--- src/design/b58_pkg.sv ---
`timescale 1ns / 1ps
// shared constants, word types and the digit lookup for the base58 decoder
// no dependencies
package b58_pkg;

    localparam int MAX_OUT_BYTES = 32;
    localparam int LEN_W         = $clog2(MAX_OUT_BYTES + 1);
    localparam int IDX_W         = (MAX_OUT_BYTES > 1) ? $clog2(MAX_OUT_BYTES) : 1;
    localparam int SUM_W         = LEN_W + 1;
    localparam int BYTE_W        = 8;
    localparam int CARRY_W       = 6;
    localparam int PROD_W        = BYTE_W + CARRY_W;

    localparam logic [CARRY_W-1:0] DIGIT_INVALID = CARRY_W'(58);
    localparam logic [CARRY_W-1:0] DIGIT_ZERO    = '0;
    localparam logic [PROD_W-1:0]  RADIX         = PROD_W'(58);

    localparam logic [1:0] STATUS_OK       = 2'd0;
    localparam logic [1:0] STATUS_BAD_CHAR = 2'd1;
    localparam logic [1:0] STATUS_OVERFLOW = 2'd2;

    localparam logic ALPHA_PLAIN   = 1'b0;

    typedef struct packed {
        logic [7:0] text_char;
        logic       end_of_string;
    } in_word_t;

    typedef struct packed {
        logic [7:0] out_byte;
        logic       final_byte;
        logic [1:0] status;
    } out_word_t;

    // carry wave passed from one cell to the next
    typedef struct packed {
        logic               go;
        logic [CARRY_W-1:0] carry;
    } b58_wave_t;

    function automatic logic [CARRY_W-1:0] digit_of(input logic [7:0] ch, input logic sel);
        logic [7:0] d;
        d = 8'(DIGIT_INVALID);
        if (ch >= "1" && ch <= "9")
        begin
            d = 8'(ch - "1");
        end
        else if (sel == ALPHA_PLAIN)
        begin
            if (ch >= "A" && ch <= "H")      d = 8'(ch - "A" + 8'd9);
            else if (ch >= "J" && ch <= "N") d = 8'(ch - "J" + 8'd17);
            else if (ch >= "P" && ch <= "Z") d = 8'(ch - "P" + 8'd22);
            else if (ch >= "a" && ch <= "k") d = 8'(ch - "a" + 8'd33);
            else if (ch >= "m" && ch <= "z") d = 8'(ch - "m" + 8'd44);
        end
        else
        begin
            if (ch >= "a" && ch <= "k")      d = 8'(ch - "a" + 8'd9);
            else if (ch >= "m" && ch <= "z") d = 8'(ch - "m" + 8'd20);
            else if (ch >= "A" && ch <= "H") d = 8'(ch - "A" + 8'd34);
            else if (ch >= "J" && ch <= "N") d = 8'(ch - "J" + 8'd42);
            else if (ch >= "P" && ch <= "Z") d = 8'(ch - "P" + 8'd47);
        end
        return d[CARRY_W-1:0];
    endfunction

endpackage

--- src/design/base58_text_decoder.sv ---
`timescale 1ns / 1ps
// base58 string decoder top level: input capture, control sequencer, output register
// depends on b58_pkg and b58_chain
//
// channel  | valid      | stall      | word
// ---------+------------+------------+------------------------------------
// input    | char_valid | char_stall | char_word  (text_char, end_of_string)
// output   | byte_valid | byte_stall | byte_word  (out_byte, final_byte, status)
// config   | cfg_we     | none       | cfg_data   (alphabet_select)
//
// a leading '1' or a discarded character is handled in ST_CHECK, an invalid
// character goes on to ST_ERROR; any other digit starts a carry wave crossing
// one byte cell per cycle through up to 32 stored bytes, ST_ERROR on overflow
// after the marked character the bytes leave one per cycle unless stalled, most
// significant first; reset clears all control state at once, no clearing pass
// output stall holds the result register; a new character is taken only when idle
module base58_text_decoder (
    input  logic               clk,
    input  logic               rst_n,
    input  logic               cfg_we,
    input  logic               cfg_data,
    input  logic               char_valid,
    output logic               char_stall,
    input  b58_pkg::in_word_t  char_word,
    output logic               byte_valid,
    input  logic               byte_stall,
    output b58_pkg::out_word_t byte_word
);
    import b58_pkg::*;

    typedef enum logic [4:0] {
        ST_IDLE  = 5'b00001,
        ST_CHECK = 5'b00010,
        ST_WALK  = 5'b00100,
        ST_ERROR = 5'b01000,
        ST_EMIT  = 5'b10000
    } state_t;

    state_t             state_reg, state_next;
    logic               alpha_reg, alpha_next;
    in_word_t           char_reg, char_next;
    logic [CARRY_W-1:0] digit_reg, digit_next;
    logic               start_reg, start_next;
    logic [LEN_W-1:0]   walk_reg, walk_next;
    logic [LEN_W-1:0]   used_reg, used_next;
    logic [LEN_W-1:0]   zero_reg, zero_next;
    logic               leading_reg, leading_next;
    logic               discard_reg, discard_next;
    logic [1:0]         err_reg, err_next;
    logic               out_valid_reg, out_valid_next;
    out_word_t          out_word_reg, out_word_next;

    logic [CARRY_W-1:0] digit;
    logic [CARRY_W-1:0] end_carry;
    logic [7:0]         rd_byte;
    logic [IDX_W-1:0]   rd_idx;
    logic [SUM_W-1:0]   total;
    logic               out_free;

    assign digit    = digit_of(char_reg.text_char, alpha_reg);
    assign rd_idx   = IDX_W'(used_reg - LEN_W'(1));
    assign total    = SUM_W'(zero_reg) + SUM_W'(used_reg);
    assign out_free = !out_valid_reg || !byte_stall;

    b58_chain u_chain (
        .clk       (clk),
        .rst_n     (rst_n),
        .start     (start_reg),
        .digit     (digit_reg),
        .used_len  (used_reg),
        .rd_idx    (rd_idx),
        .end_carry (end_carry),
        .rd_byte   (rd_byte)
    );

    always_comb
    begin
        state_next     = state_reg;
        alpha_next     = cfg_we ? cfg_data : alpha_reg;
        char_next      = char_reg;
        digit_next     = digit_reg;
        start_next     = 1'b0;
        walk_next      = walk_reg;
        used_next      = used_reg;
        zero_next      = zero_reg;
        leading_next   = leading_reg;
        discard_next   = discard_reg;
        err_next       = err_reg;
        out_valid_next = out_valid_reg && byte_stall;
        out_word_next  = out_word_reg;

        case (state_reg)
            ST_IDLE:
            begin
                if (char_valid)
                begin
                    char_next  = char_word;
                    state_next = ST_CHECK;
                end
            end
            ST_CHECK:
            begin
                if (discard_reg)
                begin
                    if (char_reg.end_of_string)
                    begin
                        used_next    = '0;
                        zero_next    = '0;
                        leading_next = 1'b1;
                        discard_next = 1'b0;
                    end
                    state_next = ST_IDLE;
                end
                else if (digit == DIGIT_INVALID)
                begin
                    err_next   = STATUS_BAD_CHAR;
                    state_next = ST_ERROR;
                end
                else if (leading_reg && digit == DIGIT_ZERO)
                begin
                    if (zero_reg >= LEN_W'(MAX_OUT_BYTES))
                    begin
                        err_next   = STATUS_OVERFLOW;
                        state_next = ST_ERROR;
                    end
                    else
                    begin
                        zero_next  = zero_reg + LEN_W'(1);
                        state_next = char_reg.end_of_string ? ST_EMIT : ST_IDLE;
                    end
                end
                else
                begin
                    leading_next = 1'b0;
                    start_next   = 1'b1;
                    digit_next   = digit;
                    walk_next    = '0;
                    state_next   = ST_WALK;
                end
            end
            ST_WALK:
            begin
                if (walk_reg == used_reg)
                begin
                    if (end_carry != '0 && total + SUM_W'(1) > SUM_W'(MAX_OUT_BYTES))
                    begin
                        err_next   = STATUS_OVERFLOW;
                        state_next = ST_ERROR;
                    end
                    else
                    begin
                        if (end_carry != '0)
                        begin
                            used_next = used_reg + LEN_W'(1);
                        end
                        state_next = char_reg.end_of_string ? ST_EMIT : ST_IDLE;
                    end
                end
                else
                begin
                    walk_next = walk_reg + LEN_W'(1);
                end
            end
            ST_ERROR:
            begin
                if (out_free)
                begin
                    out_valid_next           = 1'b1;
                    out_word_next.out_byte   = '0;
                    out_word_next.final_byte = 1'b1;
                    out_word_next.status     = err_reg;
                    if (char_reg.end_of_string)
                    begin
                        used_next    = '0;
                        zero_next    = '0;
                        leading_next = 1'b1;
                        discard_next = 1'b0;
                    end
                    else
                    begin
                        discard_next = 1'b1;
                    end
                    state_next = ST_IDLE;
                end
            end
            ST_EMIT:
            begin
                if (out_free)
                begin
                    out_valid_next           = 1'b1;
                    out_word_next.status     = STATUS_OK;
                    out_word_next.final_byte = (total == SUM_W'(1));
                    if (zero_reg != '0)
                    begin
                        out_word_next.out_byte = '0;
                        zero_next              = zero_reg - LEN_W'(1);
                    end
                    else
                    begin
                        out_word_next.out_byte = rd_byte;
                        used_next              = used_reg - LEN_W'(1);
                    end
                    if (total == SUM_W'(1))
                    begin
                        leading_next = 1'b1;
                        discard_next = 1'b0;
                        state_next   = ST_IDLE;
                    end
                end
            end
            default:
            begin
                state_next = ST_IDLE;
            end
        endcase
    end

    always_ff @(posedge clk or negedge rst_n)
    begin
        if (!rst_n)
        begin
            state_reg     <= ST_IDLE;
            alpha_reg     <= ALPHA_PLAIN;
            start_reg     <= 1'b0;
            walk_reg      <= '0;
            used_reg      <= '0;
            zero_reg      <= '0;
            leading_reg   <= 1'b1;
            discard_reg   <= 1'b0;
            err_reg       <= STATUS_OK;
            out_valid_reg <= 1'b0;
        end
        else
        begin
            state_reg     <= state_next;
            alpha_reg     <= alpha_next;
            start_reg     <= start_next;
            walk_reg      <= walk_next;
            used_reg      <= used_next;
            zero_reg      <= zero_next;
            leading_reg   <= leading_next;
            discard_reg   <= discard_next;
            err_reg       <= err_next;
            out_valid_reg <= out_valid_next;
        end
    end

    always_ff @(posedge clk)
    begin
        char_reg     <= char_next;
        digit_reg    <= digit_next;
        out_word_reg <= out_word_next;
    end

    assign char_stall = (state_reg != ST_IDLE);
    assign byte_valid = out_valid_reg;
    assign byte_word  = out_word_reg;

endmodule

--- src/design/b58_cell.sv ---
`timescale 1ns / 1ps
// one byte of the little-endian number: multiply by 58, add carry, pass carry on
// depends on b58_pkg
module b58_cell (
    input  logic              clk,
    input  logic              rst_n,
    input  b58_pkg::b58_wave_t wave_in,
    input  logic              in_use,
    output b58_pkg::b58_wave_t wave_out,
    output logic [7:0]        byte_val
);
    import b58_pkg::*;

    logic [BYTE_W-1:0]  byte_reg, byte_next;
    logic               go_reg, go_next;
    logic [CARRY_W-1:0] carry_reg, carry_next;
    logic [PROD_W-1:0]  prod;

    assign prod = PROD_W'(byte_reg) * RADIX + PROD_W'(wave_in.carry);

    always_comb
    begin
        byte_next  = byte_reg;
        carry_next = carry_reg;
        go_next    = wave_in.go & in_use;
        if (wave_in.go)
        begin
            if (in_use)
            begin
                byte_next  = prod[BYTE_W-1:0];
                carry_next = prod[PROD_W-1:BYTE_W];
            end
            else
            begin
                // append position
                byte_next = BYTE_W'(wave_in.carry);
            end
        end
    end

    always_ff @(posedge clk or negedge rst_n)
    begin
        if (!rst_n)
        begin
            go_reg <= 1'b0;
        end
        else
        begin
            go_reg <= go_next;
        end
    end

    always_ff @(posedge clk)
    begin
        byte_reg  <= byte_next;
        carry_reg <= carry_next;
    end

    assign wave_out = '{go: go_reg, carry: carry_reg};
    assign byte_val = byte_reg;

endmodule

--- src/design/b58_chain.sv ---
`timescale 1ns / 1ps
// row of byte cells with the carry wave running from cell 0 upward
// depends on b58_pkg and b58_cell
module b58_chain (
    input  logic                        clk,
    input  logic                        rst_n,
    input  logic                        start,
    input  logic [b58_pkg::CARRY_W-1:0] digit,
    input  logic [b58_pkg::LEN_W-1:0]   used_len,
    input  logic [b58_pkg::IDX_W-1:0]   rd_idx,
    output logic [b58_pkg::CARRY_W-1:0] end_carry,
    output logic [7:0]                  rd_byte
);
    import b58_pkg::*;

    b58_wave_t   wave [MAX_OUT_BYTES+1];
    logic [7:0]  bytes [MAX_OUT_BYTES];

    assign wave[0] = '{go: start, carry: digit};

    for (genvar j = 0; j < MAX_OUT_BYTES; j++)
    begin : g_cell
        logic in_use;
        assign in_use = (LEN_W'(j) < used_len);

        b58_cell u_cell (
            .clk      (clk),
            .rst_n    (rst_n),
            .wave_in  (wave[j]),
            .in_use   (in_use),
            .wave_out (wave[j+1]),
            .byte_val (bytes[j])
        );
    end

    // carry arriving at the first unused cell
    assign end_carry = wave[used_len].carry;
    assign rd_byte   = bytes[rd_idx];

endmodule

--- config.mk ---
export PLATFORM = sky130hd
export DESIGN_NAME = base58_text_decoder
export DESIGN_NICKNAME = d
export VERILOG_FILES = /design/src/design/b58_pkg.sv /design/src/design/base58_text_decoder.sv /design/src/design/b58_cell.sv /design/src/design/b58_chain.sv
export SDC_FILE = /design/constraint.sdc
export NUM_CORES = 2
export LEC_CHECK = 0
export BUFFER_PORTS_ARGS = -buffer_cell sky130_fd_sc_hd__buf_4
export CORE_MARGIN = 3
export CORE_UTILIZATION = 55
export DETAILED_ROUTE_END_ITERATION = 8
export PLACE_DENSITY = 0.7
export SYNTH_ARGS = -nofsm -noshare
export SYNTH_HDL_FRONTEND = slang
export SYNTH_SLANG_ARGS = --single-unit
--- constraint.sdc ---
create_clock -name clk -period 4.8 [get_ports clk]
set_input_delay 0.24 -clock clk [delete_from_list [all_inputs] [get_ports clk]]
set_output_delay 0.24 -clock clk [all_outputs]
set_load 0.05 [all_outputs]
# ---- Word level (Yosys, flattened, before mapping)
# Cells that the tools add are included.
dict set report word_totals {
  ram_bits 0
  out_inout_bits 13
  latch_bits 0
  memories 0
  mem_bits_ro 0
  ff_bits 536
}
dict set report op_classes {
  multipliers 32
  order_cmp 48
  eq_ne 30
  reduce_logical 62
  addsub 55
  mux 116
  div_mod_pow 0
  shift 0
  n_bitwise 37
}
# op n
set ops {}
lappend ops {{$add A14 B6 Y14} 32}
lappend ops {{$mul A8 B5 Y13 const B} 32}
lappend ops {{$mux W6} 66}
lappend ops {{$lt A5 B6 Y1 const A} 16}
lappend ops {{$reduce_and A2 Y1} 33}
lappend ops {{$mux W5} 11}
lappend ops {{$lt A4 B6 Y1 const A} 8}
lappend ops {{$bmux W7 S6} 1}
lappend ops {{$bmux W8 S5} 1}
lappend ops {{$ge A8 B7 Y1 const B} 5}
lappend ops {{$le A8 B7 Y1 const B} 5}
lappend ops {{$and A1 B1 Y1} 32}
lappend ops {{$add A6 B6 Y6 const B} 5}
lappend ops {{$ne A2 B2 Y1 const B} 15}
lappend ops {{$pmux W5 S5} 1}
lappend ops {{$lt A3 B6 Y1 const A} 4}
lappend ops {{$mux W8} 3}
lappend ops {{$pmux W6 S4} 1}
lappend ops {{$mux W11} 2}
lappend ops {{$pmux W11 S2} 1}
lappend ops {{$add A6 B1 Y6 const B} 3}
lappend ops {{$add A6 B5 Y6 const B} 3}
lappend ops {{$mux W1} 18}
lappend ops {{$ne A3 B3 Y1 const B} 6}
lappend ops {{other kinds (46)} 76}

# ---- Depth between registers and ports, before layout
dict set report logic_depth {
  word_depth 15
  mapped_depth 20
  ltp_nobuf 17
}

# ---- Modules after synthesis
# Synthesis repeated with hierarchy kept, for this count alone.
dict set report hier_totals {
  cells_unflattened 6892
  hier_area_um2 68894.8
}
# module cells_per_inst area_each_um2 n_inst seq_area_each_um2
set by_module_without_submodules {}
lappend by_module_without_submodules {{b58_cell at u_chain.g_cell[0].u_cell ...} 185 1853.0 20 445.4}
lappend by_module_without_submodules {{b58_cell at u_chain.g_cell[22].u_cell ...} 187 1903.1 8 445.4}
lappend by_module_without_submodules {base58_text_decoder 611 5218.8 1 1534.0}
lappend by_module_without_submodules {b58_chain 352 3991.3 1 0.0}
lappend by_module_without_submodules {{b58_cell at u_chain.g_cell[25].u_cell} 185 1906.8 1 445.4}
lappend by_module_without_submodules {{b58_cell at u_chain.g_cell[9].u_cell} 185 1860.5 1 445.4}
lappend by_module_without_submodules {{b58_cell at u_chain.g_cell[3].u_cell} 182 1816.7 1 445.4}
lappend by_module_without_submodules {{b58_cell at u_chain.g_cell[23].u_cell} 181 1815.5 1 445.4}

# ---- Worst setup path after synthesis
# OpenSTA, ideal clock, no wires.
dict set report synth_path {
  path_kind {reg2reg}
  start {register char_reg[1] in the netlist's numbering}
  end {register digit_reg[0] (enable)}
  setup_ps 379
  synth_period_minus_slack_ps 4372
  n_path_buf 4
  t_arrival_ps 3993
  stages_incl_launch_ff 19
  setup_slack_ps 428
  path_cell_list {edfxtp_1 -> buf_2 -> clkbuf_1 -> inv_1 -> ha_1 -> clkbuf_1 -> buf_2 -> xnor2_1 -> inv_1 -> ha_1 -> xnor2_1 -> o22ai_1 -> xnor2_1 -> nor2_1 -> a2111oi_0 -> o31ai_1 -> a31oi_2 -> nor2_1 -> a211oi_1}
}
dict set report synth_between {
  elab_chain_cells 13
  elab_cells_between_ends 52
}
# item line
set synth_rtl {}
lappend synth_rtl {{from (decl)} base58_text_decoder.sv:41} ;# in_word_t char_reg, char_next;
lappend synth_rtl {{from (signal assigned)} base58_text_decoder.sv:250} ;# char_reg <= char_next;
lappend synth_rtl {{$sub A6 B6 Y6 (tied with other cells)} {b58_pkg.sv:54, b58_pkg.sv:59}}
lappend synth_rtl {{$add A6 B6 Y6 (tied with other cells)} b58_pkg.sv:54} ;# else if (ch >= "m" && ch <= "z") d = 8'(ch - "m" + 8'd44);
lappend synth_rtl {{$mux W6, on equally long branches} {b58_pkg.sv:54, b58_pkg.sv:62}}
lappend synth_rtl {{$mux W6, on equally long branches} {b58_pkg.sv:53, b58_pkg.sv:61}}
lappend synth_rtl {{$mux W6, on equally long branches} {b58_pkg.sv:52, b58_pkg.sv:60}}
lappend synth_rtl {{$mux W6, on equally long branches} {b58_pkg.sv:51, b58_pkg.sv:59}}
lappend synth_rtl {{$mux W6, on equally long branches} {b58_pkg.sv:50, b58_pkg.sv:58}}
lappend synth_rtl {{$mux W6} b58_pkg.sv:48} ;# else if (sel == ALPHA_PLAIN)
lappend synth_rtl {{$mux W6 *} b58_pkg.sv:44} ;# if (ch >= "1" && ch <= "9")
lappend synth_rtl {{net digit[3]} base58_text_decoder.sv:53} ;# logic [CARRY_W-1:0] digit;
lappend synth_rtl {{$logic_not A6 Y1} base58_text_decoder.sv:119} ;# else if (leading_reg && digit == DIGIT_ZERO)
lappend synth_rtl {{$logic_and A1 B1 Y1} base58_text_decoder.sv:119}
lappend synth_rtl {{$not A1 Y1 (no line)} --}
lappend synth_rtl {{$reduce_and A4 Y1 (no line) *} --}
lappend synth_rtl {{to (signal assigned)} base58_text_decoder.sv:251} ;# digit_reg <= digit_next;
lappend synth_rtl {{to (decl)} base58_text_decoder.sv:42} ;# logic [CARRY_W-1:0] digit_reg, digit_next;
# Mark *: on every way through the listed nets, which the timed path passes. The rest lies on a longest branch.
# A chain may end at the register's enable or synchronous reset.

# ---- Worst setup path in the final report
dict set report layout_path {
  start {register used_reg[0]}
  end {register used_reg[3]}
}
dict set report layout_between {
  elab_chain_cells 8
  elab_cells_between_ends 22
}
# item line
set layout_rtl {}
lappend layout_rtl {{from (decl)} base58_text_decoder.sv:45} ;# logic [LEN_W-1:0] used_reg, used_next;
lappend layout_rtl {{from (signal assigned)} base58_text_decoder.sv:239} ;# used_reg <= used_next;
lappend layout_rtl {{parallel branches: the longest is 8 deep, another holds $add A6 B6 Y7} --}
# Several ways; the timed one is not identified. The select of a mux whose other input is x is not followed.

==> impl_results.md <==
* Post-DP HPWL at 104 mm
* Layout cells sized above 1 at under 10%
* Number of buffers created by CTS at 70
* Syn Inst Count at around 5700
* Die area at between 0.1 and 0.15 mm²
* Root Buffer: clkbuf_16
* Avg Synthesized Cell Area at 10.3 µm²
* CTS Buffer Depth at 3
* Core Rows at approximately 120
* Final net count at between 7000 and 8000
* Postcts setup bufs at 0
* Yosys warnings at 0
* Synth Register Bits at about 540
* Final ANT Viol Nets at 0
* Routability Congestion at approximately 0.90
* Clk sink count at 535
* Post-synth ARST share at 11.4%
* All-Layer GR Usage at between 20% and 30%
* Most used cell, CP: o21ai_0
* Syn_nets at a little over 7000
* Yosys top cell by area: edfxtp_1
* CP cell instances: ha_1, inv_1, fa_1, inv_1, a21oi_1, o21ai_0, xnor2_1, or4b_2, nor3b_1, a21oi_1, o21ai_0, nand4b_1, o21ai_0, o21ai_0
* WL final at roughly 130 mm
* Most common cell after layout, fill and taps aside: ha_1
* Initial DRC count at 2524
* H-tree Lvls at 3
* Peak per-stage delay on the critical path at a little over 0.8 ns
* Num ports at 28
* Ys flop type: edfxtp_1
* Tightest Hold Check Type: primary input to asynchronous set/reset pin
* Clock transition at the registers of the reported paths at roughly 0.060 ns
* # setup viols final at 0
* DRC violations left at 0
* Startpoint class of the critical path: flip-flop
* Filler Cells Inserted at approximately 8700
* Critical path arrival at ~4.8 ns
* Final TNS setup at 0 ns
* RSZ-0062 raised after global routing: no
* First-pass GRT wire length at 215 mm
* Slew headroom at 20.9%
* Max reg flops at 256
* Vias at approximately 40000
* Worst vdd ir at between 0.3 and 0.4 mV
* Vias in the first global route at about 41000
* Die height at roughly 330 µm
* Post-route minimum period at 4.33 ns
* Placed cell areas at 0.0610 mm²
* Final worst-path cycle share at between 90% and 100%
* Die Width at between 300 and 400 µm
* Clk_skew at between 0.02 and 0.03 ns
* Maxcap violations at 0
* Leading cell types by total area after synthesis: edfxtp_1 24%, ha_1 22%, fa_1 13%
* Area grow syn2layout at 7.62%
* EDFF count, synth at roughly 470
* Status: complete, no violations
* Synth top area share at 24.1%
* Synth Cell Area at roughly 0.059 mm²
* Fmax at between 200 and 250 MHz
* Post-cts sizing count at 0
* Most frequent cells in the layout: 1021 x ha_1, 969 x inv_1, 474 x edfxtp_1
* First drt pass iteration count at 5
* Critical Path RT at between 5 and 6 ns
* Netlist cell types at 92
* Leak at between 20 and 30 nW
* Initial core utilization at a little under three fifths
* Critical Path Sink Type: flip-flop
* Worst skew pair latency at 0.65 ns
* Final Hold Viols at 0
* GRT overflow at 0
* Worst Max-Slew Pin Slew at 1.19 ns
* CP Max Fanout at 29
* # diodes at 0
* Critical-path top delay cell: dfrtp_4
* Share of the yosys chip area belonging to registers at 26.7%
* Pins Over Slew Limit at 0
* Drt wl/cell at 18.0 µm
* Port buffer count at 27
* Core Footprint at roughly 0.11 mm²
* Vias per std cell at around 5.6
* Number of antenna violations at the first check in global routing at 5
* Largest net degree at the start of global routing at 50
* Power per cell area at roughly 300 mW/mm²
* CP Class: flip-flop to flip-flop
* CTS tree: built
* Post-route cell area at about 0.064 mm²
per-stage QoR:
stage | worst slack [ns] | hold slack (ns) | util [%] | instances | power (W)
5_1_grt | 0.119 | 0.300 | 60.0 | 7244 | 0.0200
6_report | 0.466 | 0.307 | 60.0 | 7244 | 0.0190
4_1_cts | 0.554 | 0.268 | 60.0 | 7244 | 0.0191
3_3_place_gp | 0.652 | 0.418 | 57.6 | 7101 | 0.0133
2_1_floorplan | 0.428 | -0.0556 | - | 5729 | 0.0113
3_5_place_dp | 0.555 | 0.420 | 57.6 | 7101 | 0.0135
worst max-delay path: cells and delay by family, from the launching register on:
| kind | cells | cell delay [ns] |
|---|---|---|
| AO/OA/AOI/OAI | 6 | 1.14 |
| XOR/XNOR | 1 | 0.12 |
| adder cells (fa/ha/maj) | 2 | 0.70 |
| AND/OR/NAND/NOR | 3 | 1.25 |
| flip-flops | 1 | 0.83 |
| buffers and inverters | 2 | 0.13 |
synthesized netlist by cell type (38+ instances only):
master / count
and2_1: 51
edfxtp_1: 474
nor2_1: 251
xnor2_1: 433
nand2_1: 261
dfrtp_1: 59
o21ai_0: 206
clkbuf_1: 71
xor2_1: 220
mux4_2: 86
nor2b_1: 38
fa_1: 385
a21o_1: 103
a21oi_1: 418
inv_1: 969
ha_1: 1022
nand3_1: 79
o21bai_1: 117
cell families after synthesis:
| group | after synthesis | share of synthesized area (%) |
|---|---|---|
| mux | 142 | 4.29 |
| compound gates | 986 | 9.98 |
| simple gates | 936 | 7.77 |
| buf+inv | 1070 | 6.86 |
| flops | 535 | 26.7 |
| xor+xnor | 653 | 9.69 |
| fa+ha+maj | 1407 | 34.7 |
where the power goes:
group,total [W],switching (W),internal (W)
combinational,0.00759,0.00444,0.00314
sequential,0.00588,0.000341,0.00554
clock,0.00551,0.00223,0.00328
metal layers:
layer  GRT usage (%)  wire (µm)
met1            33.3      59500
met2            39.6      60800
met3            3.38       7220
met4            6.00       2910
met5               0         34
area by class of cell:
class                      count  area [µm²]  area share (%)
inverter                     976        3660            5.77
tap                         1391        1740            2.74
multi-input combinational   4124       39300            61.8
clock inverter                41         510           0.803
timing repair buffer          89         728            1.15
sequential                   535       15800            24.8
clock buffer                  88        1870            2.94
timing repair:
action | in CTS | in global routing
endpoints found under the hold margin | 58 | 0
endpoints found under the setup margin | 0 | 0
hold buffers | 14 | 0
path summary, 6_finish.rpt:
kind | from | to | slack, ns | cells after the start
worst min-delay path | rst_n | u_chain.g_cell[22].u_cell.go_reg$_DFF_PN0_ | 0.31 | 2
worst max-delay path | used_reg[0]$_DFFE_PN0P_ | used_reg[3]$_DFFE_PN0P_ | 0.47 | 14
min in group clk | char_word[0] | char_reg[0]$_DFFE_PP_ | 0.31 | 2
worst min register to register | digit_reg[0]$_DFFE_PP_ | u_chain.g_cell[0].u_cell.byte_val[0]$_DFFE_PP_ | 0.43 | 0
worst max register to register | used_reg[0]$_DFFE_PN0P_ | used_reg[3]$_DFFE_PN0P_ | 0.47 | 14
max in group asynchronous | rst_n | u_chain.g_cell[11].u_cell.go_reg$_DFF_PN0_ | 3.51 | 3
(Power assumes the default switching activity.)
